--- src/design/mft_pkg.sv ---
package mft_pkg;

    // field widths
    localparam int T0_W   = 20;
    localparam int VEL_W  = 16;
    localparam int OFF_W  = 17;
    localparam int MAG_W  = 16;
    localparam int TIME_W = 24;

    // internal widths
    localparam int SQ2_W  = 2 * MAG_W;
    localparam int POW_W  = 2 * SQ2_W;
    localparam int T0SQ_W = 2 * T0_W;
    localparam int QBITS  = 50;
    localparam int TERM_W = QBITS;
    localparam int ARG_W  = 2 * TIME_W;
    localparam int SUM_W  = TERM_W + 1;

    // default fraction bits of the time fields
    localparam int TIME_FRAC_BITS_DEF = 16;

    // offset term cap, minimum divisor and offset magnitude bounds
    localparam logic [TERM_W-1:0] TERM_CAP = TERM_W'(1) << (QBITS - 1);
    localparam logic [POW_W-1:0]  DEN_MIN  = POW_W'(100);
    localparam logic [MAG_W-1:0]  MAG_MAX  = '1;
    localparam logic [MAG_W-1:0]  MAG_MIN  = MAG_W'(1);

    // configuration register indexes
    localparam int CFG_IDX_W = 1;
    localparam logic [CFG_IDX_W-1:0] REG_EXPONENT_SELECT = 1'b0;
    localparam logic [CFG_IDX_W-1:0] REG_SIGN_NEGATIVE   = 1'b1;

    // sideband carried through the divider and root pipelines
    typedef struct packed {
        logic [T0SQ_W-1:0] t0sq;
        logic              last;
    } div_side_t;

    typedef struct packed {
        logic sat;
        logic last;
    } sqrt_side_t;

endpackage

--- src/design/mft_sqrt.sv ---
module mft_sqrt (
    input  logic                          aclk,
    input  logic                          aresetn,
    input  logic                          adv,
    input  logic                          in_valid,
    input  logic [mft_pkg::ARG_W-1:0]     in_arg,
    input  mft_pkg::sqrt_side_t           in_side,
    output logic                          out_valid,
    output logic [mft_pkg::TIME_W-1:0]    out_root,
    output mft_pkg::sqrt_side_t           out_side
);
    import mft_pkg::*;

    localparam int REM_W = TIME_W + 2;

    logic [TIME_W-1:0]  valid_reg;
    logic [ARG_W-1:0]   arg_reg  [TIME_W];
    logic [REM_W-1:0]   rem_reg  [TIME_W];
    logic [TIME_W-1:0]  root_reg [TIME_W];
    sqrt_side_t         side_reg [TIME_W];

    // one root bit per stage, two argument bits brought down each time
    for (genvar k = 0; k < TIME_W; k++) begin : g_step
        logic [ARG_W-1:0]  arg_prev;
        logic [REM_W-1:0]  rem_prev;
        logic [TIME_W-1:0] root_prev;
        sqrt_side_t        side_prev;
        logic              valid_prev;
        logic [REM_W+1:0]  rem_sh;
        logic [REM_W+1:0]  trial;
        logic              ge;
        logic [REM_W+1:0]  diff;

        if (k == 0) begin : g_first
            assign arg_prev   = in_arg;
            assign rem_prev   = '0;
            assign root_prev  = '0;
            assign side_prev  = in_side;
            assign valid_prev = in_valid;
        end else begin : g_rest
            assign arg_prev   = arg_reg[k-1];
            assign rem_prev   = rem_reg[k-1];
            assign root_prev  = root_reg[k-1];
            assign side_prev  = side_reg[k-1];
            assign valid_prev = valid_reg[k-1];
        end

        always_comb begin
            rem_sh = {rem_prev, arg_prev[ARG_W-1-2*k -: 2]};
            trial  = {2'b00, root_prev, 2'b01};
            ge     = (rem_sh >= trial);
            diff   = rem_sh - trial;
        end

        always_ff @(posedge aclk) begin
            if (!aresetn) begin
                valid_reg[k] <= 1'b0;
            end else if (adv) begin
                valid_reg[k] <= valid_prev;
            end
        end

        always_ff @(posedge aclk) begin
            if (adv) begin
                arg_reg[k]  <= arg_prev;
                rem_reg[k]  <= ge ? diff[REM_W-1:0] : rem_sh[REM_W-1:0];
                root_reg[k] <= {root_prev[TIME_W-2:0], ge};
                side_reg[k] <= side_prev;
            end
        end
    end

    assign out_valid = valid_reg[TIME_W-1];
    assign out_root  = root_reg[TIME_W-1];
    assign out_side  = side_reg[TIME_W-1];

    // floor root leaves a remainder of at most twice the root
    assert property (@(posedge aclk) disable iff (!aresetn)
        valid_reg[TIME_W-1] |->
            {1'b0, rem_reg[TIME_W-1]} <= {2'b00, root_reg[TIME_W-1], 1'b0})
        else $error("root remainder out of range");

endmodule

--- config.mk ---
export PLATFORM = sky130hd
export DESIGN_NAME = mft_sqrt
export DESIGN_NICKNAME = d
export VERILOG_FILES = /design/src/design/mft_pkg.sv /design/src/design/mft_sqrt.sv
export SDC_FILE = /design/constraint.sdc
export NUM_CORES = 2
export LEC_CHECK = 0
export ABC_AREA = 1
export BUFFER_PORTS_ARGS = -buffer_cell sky130_fd_sc_hd__clkbuf_2
export CORE_MARGIN = 2
export CORE_UTILIZATION = 69
export CTS_CLUSTER_SIZE = 20
export DETAILED_ROUTE_END_ITERATION = 12
export GPL_TIMING_DRIVEN = 0
export PLACE_DENSITY = 0.95
export REMOVE_ABC_BUFFERS = 1
export SLEW_MARGIN = 20
export SYNTH_ARGS = -nofsm -noshare
export SYNTH_HDL_FRONTEND = slang
export SYNTH_SLANG_ARGS = --single-unit
--- constraint.sdc ---
create_clock -name aclk -period 3.15 [get_ports aclk]
set_input_delay 0 -clock aclk [delete_from_list [all_inputs] [get_ports aclk]]
set_output_delay 0 -clock aclk [all_outputs]
set_load 0.01 [all_outputs]
==> results.cfg <==
[clock_network]
clk_latency_ps = 790
clockRootBuffer = clkbuf_16
cts_buffers = 151
clock_sinks = 1487
clk_pin_slew_ps = 60
cts_max_level = 4
cts_tree = done
cts_setup_buffers = 0
clockBufferDepth = 3

[global_routing]
grt_antenna_before_repair = 5
grt_pass1_vias = 60800
grt_pass1_wl_um = 325000
grtUsageTotal_pct = 35.6
grt_max_degree = 113
grt_overflow = 0

[place]
hpwlAfterDp_um = 145000
gp_congestion = 0.957
post-place-ws_ps = -562
placed_cells = 10400
place.port_buffers = 80

[detailed_routing]
antenna_left = 0
vias = 63100
firstDrtPassIters = 10
vias_per_cell = 5.84
drt_wl_total_um = 211000
drt-initial-drc-count = 8172
wl_per_cell_um = 19.5
drc_errors = 0

[finish]
ff_latch_area_sq_mm = 0.0444
multi_input_area_sq_mm = 0.0288
fin_cells = 10800
fillers = 7457
drive_gt1_share_pct = 5.47
fin_nets = 9546
largest_reg_flops = 563
syn_to_final_growth_pct = 10.5

[timing]
post-route-min-period_ps = 3240
slew_headroom_pct = 36.4
tightest_slew_ps = 953
period_share_pct = 103
fin_ws_ps = -92.9
fin_worst_skew_ps = 29.4
slew_viol_final = 0
hold_viol_final = 0
setup_violations = 6
fmax_mhz = 308

[power_and_ir_drop]
p_leak_nw = 39.5
ir_worst_vdd_uv = 702
p_per_area_mw_per_mm2 = 631

[worst_setup_path]
rr_endpoint = rem_reg[0][58]$_DFFE_PP_
crit_fanout = 21
worstPathRequired_ps = 3690
r2r-start = rem_reg[0][26]$_DFFE_PP_
r2r_setup_slack_ps = -90
reg2reg_depth = 9
critPathLaunchType = flop
worstSetupEndpointType = flop
critPathArrivalTime_ps = 3780
path_class = flop to flop

[yosys]
ys_seq_area_share_pct = 55.8
ys_async_sr_fraction_pct = 0
synthDistinctLibCells = 59
ys_seq_elements = 1487
netlist_area_sq_mm = 0.0796
synth_cells = 8886
yosys.area.top_type = edfxtp_1
synth_most_common_cell = nand2_1
syn_area_per_cell_sq_um = 8.96
synth_edf_count = 1463
synthFlopType = edfxtp_1
yosys_warnings = 0
synthTopCellsByArea = edfxtp_1 (55%), nand2_1 (13%), inv_1 (7.2%)
yosysTopAreaCellShare_pct = 55.2
synth_common_cells = nand2_1 (2,823), inv_1 (1,522), edfxtp_1 (1,463)

[floorplan]
num_rows = 124
dieWidth_um = 344
initial_utilization_pct = 69.6
io_pins = 81
die_y_um = 344
die_area_sq_mm = 0.118
coreArea_sq_mm = 0.114

[run]
drv_cap = 0

[hold_path]
hold_start = in_arg[15]
hold-path-endpoint = arg_reg[0][15]$_DFFE_PP_
hold_path_class = input port to flop
hold_depth = 2

[run_status]
violations = setup timing
status = finished, violations left
## logic make-up (layout without fill, tap and decap cells)
logic type / after synthesis / in the layout / share of synthesized area (%)
AO/OA/AOI/OAI: 690 / 691 / 4.75
XOR/XNOR: 223 / 223 / 2.45
adder cells (fa/ha/maj): 326 / 326 / 5.12
buffers and inverters: 1615 / 2013 / 8.07
flip-flops: 1487 / 1487 / 55.8
other: 1 / 2 / 0.00471
AND/OR/NAND/NOR: 4544 / 4545 / 23.8
## what timing repair did
action	4_1_cts	5_1_grt
hold buffers	103	0
hold endpoints to repair	157	0
pin swaps	0	1
setup endpoints to repair	1	115
resized for setup	1	13
gates cloned	0	4
## through the flow
step | area [sq um] | hold WS, ps | util (%) | total power, W | setup TNS, ps
2_1_floorplan | 79000 | 98.9 | - | 0.0328 | 0
3_3_place_gp | 81300 | 176 | 71.1 | 0.0370 | -
3_5_place_dp | 81700 | 179 | 71.5 | 0.0364 | -38550
4_1_cts | 87900 | 14.6 | 76.9 | 0.0551 | 0
5_1_grt | 88000 | 33.5 | 76.9 | 0.0576 | -232
6_report | 88000 | 3.35 | 76.9 | 0.0555 | -287
## worst max-delay path, stage by stage (launching register included)
cell and delay (ps):
edfxtp_1 540, ha_1 480, nand3b_1 150, nand2_1 160
nor2_1 380, nand3_2 550, nand2_1 240, nor2_1 140
a21oi_1 260, inv_1 80
## cells in the final DEF, fill, tap and decap left out, types with 14 or more instances in the layout
cell type / count
clkbuf_16: 156
or2_2: 15
dfxtp_1: 24
a21oi_1: 324
bufinv_16: 19
o21ai_1: 66
nand2_1: 2822
nand3_1: 514
clkinv_2: 17
ha_1: 326
nand4_1: 145
clkbuf_2: 79
buf_16: 16
o21ai_2: 22
nand3_2: 14
clkbuf_1: 27
clkinv_1: 22
nor3_1: 67
edfxtp_1: 1463
xnor2_1: 116
nor2_2: 33
nand2_2: 23
dlygate4sd3_1: 102
clkinvlp_4: 14
nor2_1: 778
xor2_1: 107
a21oi_2: 27
o21bai_1: 16
o21ai_0: 204
nand3b_1: 76
inv_1: 1521
## area by class of cell
cell class	instances	area share, %
Tap cell	1512	2.15
Timing Repair Buffer	199	2.15
Clock buffer	184	4.55
Multi-Input combinational cell	5786	32.8
Clock inverter	89	1.27
Inverter	1540	6.60
Sequential cell	1487	50.5
Timing Repair inverter	1	0.00853
Antenna cell	1	0.00284
## power by group
group	internal (W)	switching, W	leakage, nW
sequential	0.0242	0.00151	14.2
combinational	0.00360	0.00747	22.8
clock	0.0107	0.00799	2.45
total	0.0385	0.0170	39.5
## metal layers
metal / GRT usage [%] / up-vias / wire length (um)
met5: 0 / - / 23
met4: 21.0 / 4 / 14800
met3: 5.79 / 1059 / 18000
met2: 59.8 / 3797 / 101000
met1: 43.5 / 28700 / 77100
li1: - / 29500 / -
## worst max-delay path by stage
stage                                    from                            endpoint  slack, ps  depth (start not counted)
global placement                          adv  g_step[14].valid_prev$_SDFFE_PN0P_     -31840                          4
floorplan             rem_reg[3][1]$_DFFE_PP_            rem_reg[3][27]$_DFFE_PP_        840                          8
detailed placement                        adv   g_step[2].valid_prev$_SDFFE_PN0P_       -560                          9
finish               rem_reg[0][26]$_DFFE_PP_            rem_reg[0][58]$_DFFE_PP_        -90                          9
global route         rem_reg[0][26]$_DFFE_PP_            rem_reg[0][58]$_DFFE_PP_        -70                          9
CTS                 root_reg[2][16]$_DFFE_PP_            rem_reg[4][48]$_DFFE_PP_         60                         12
Power figures use the tool's default switching activity.
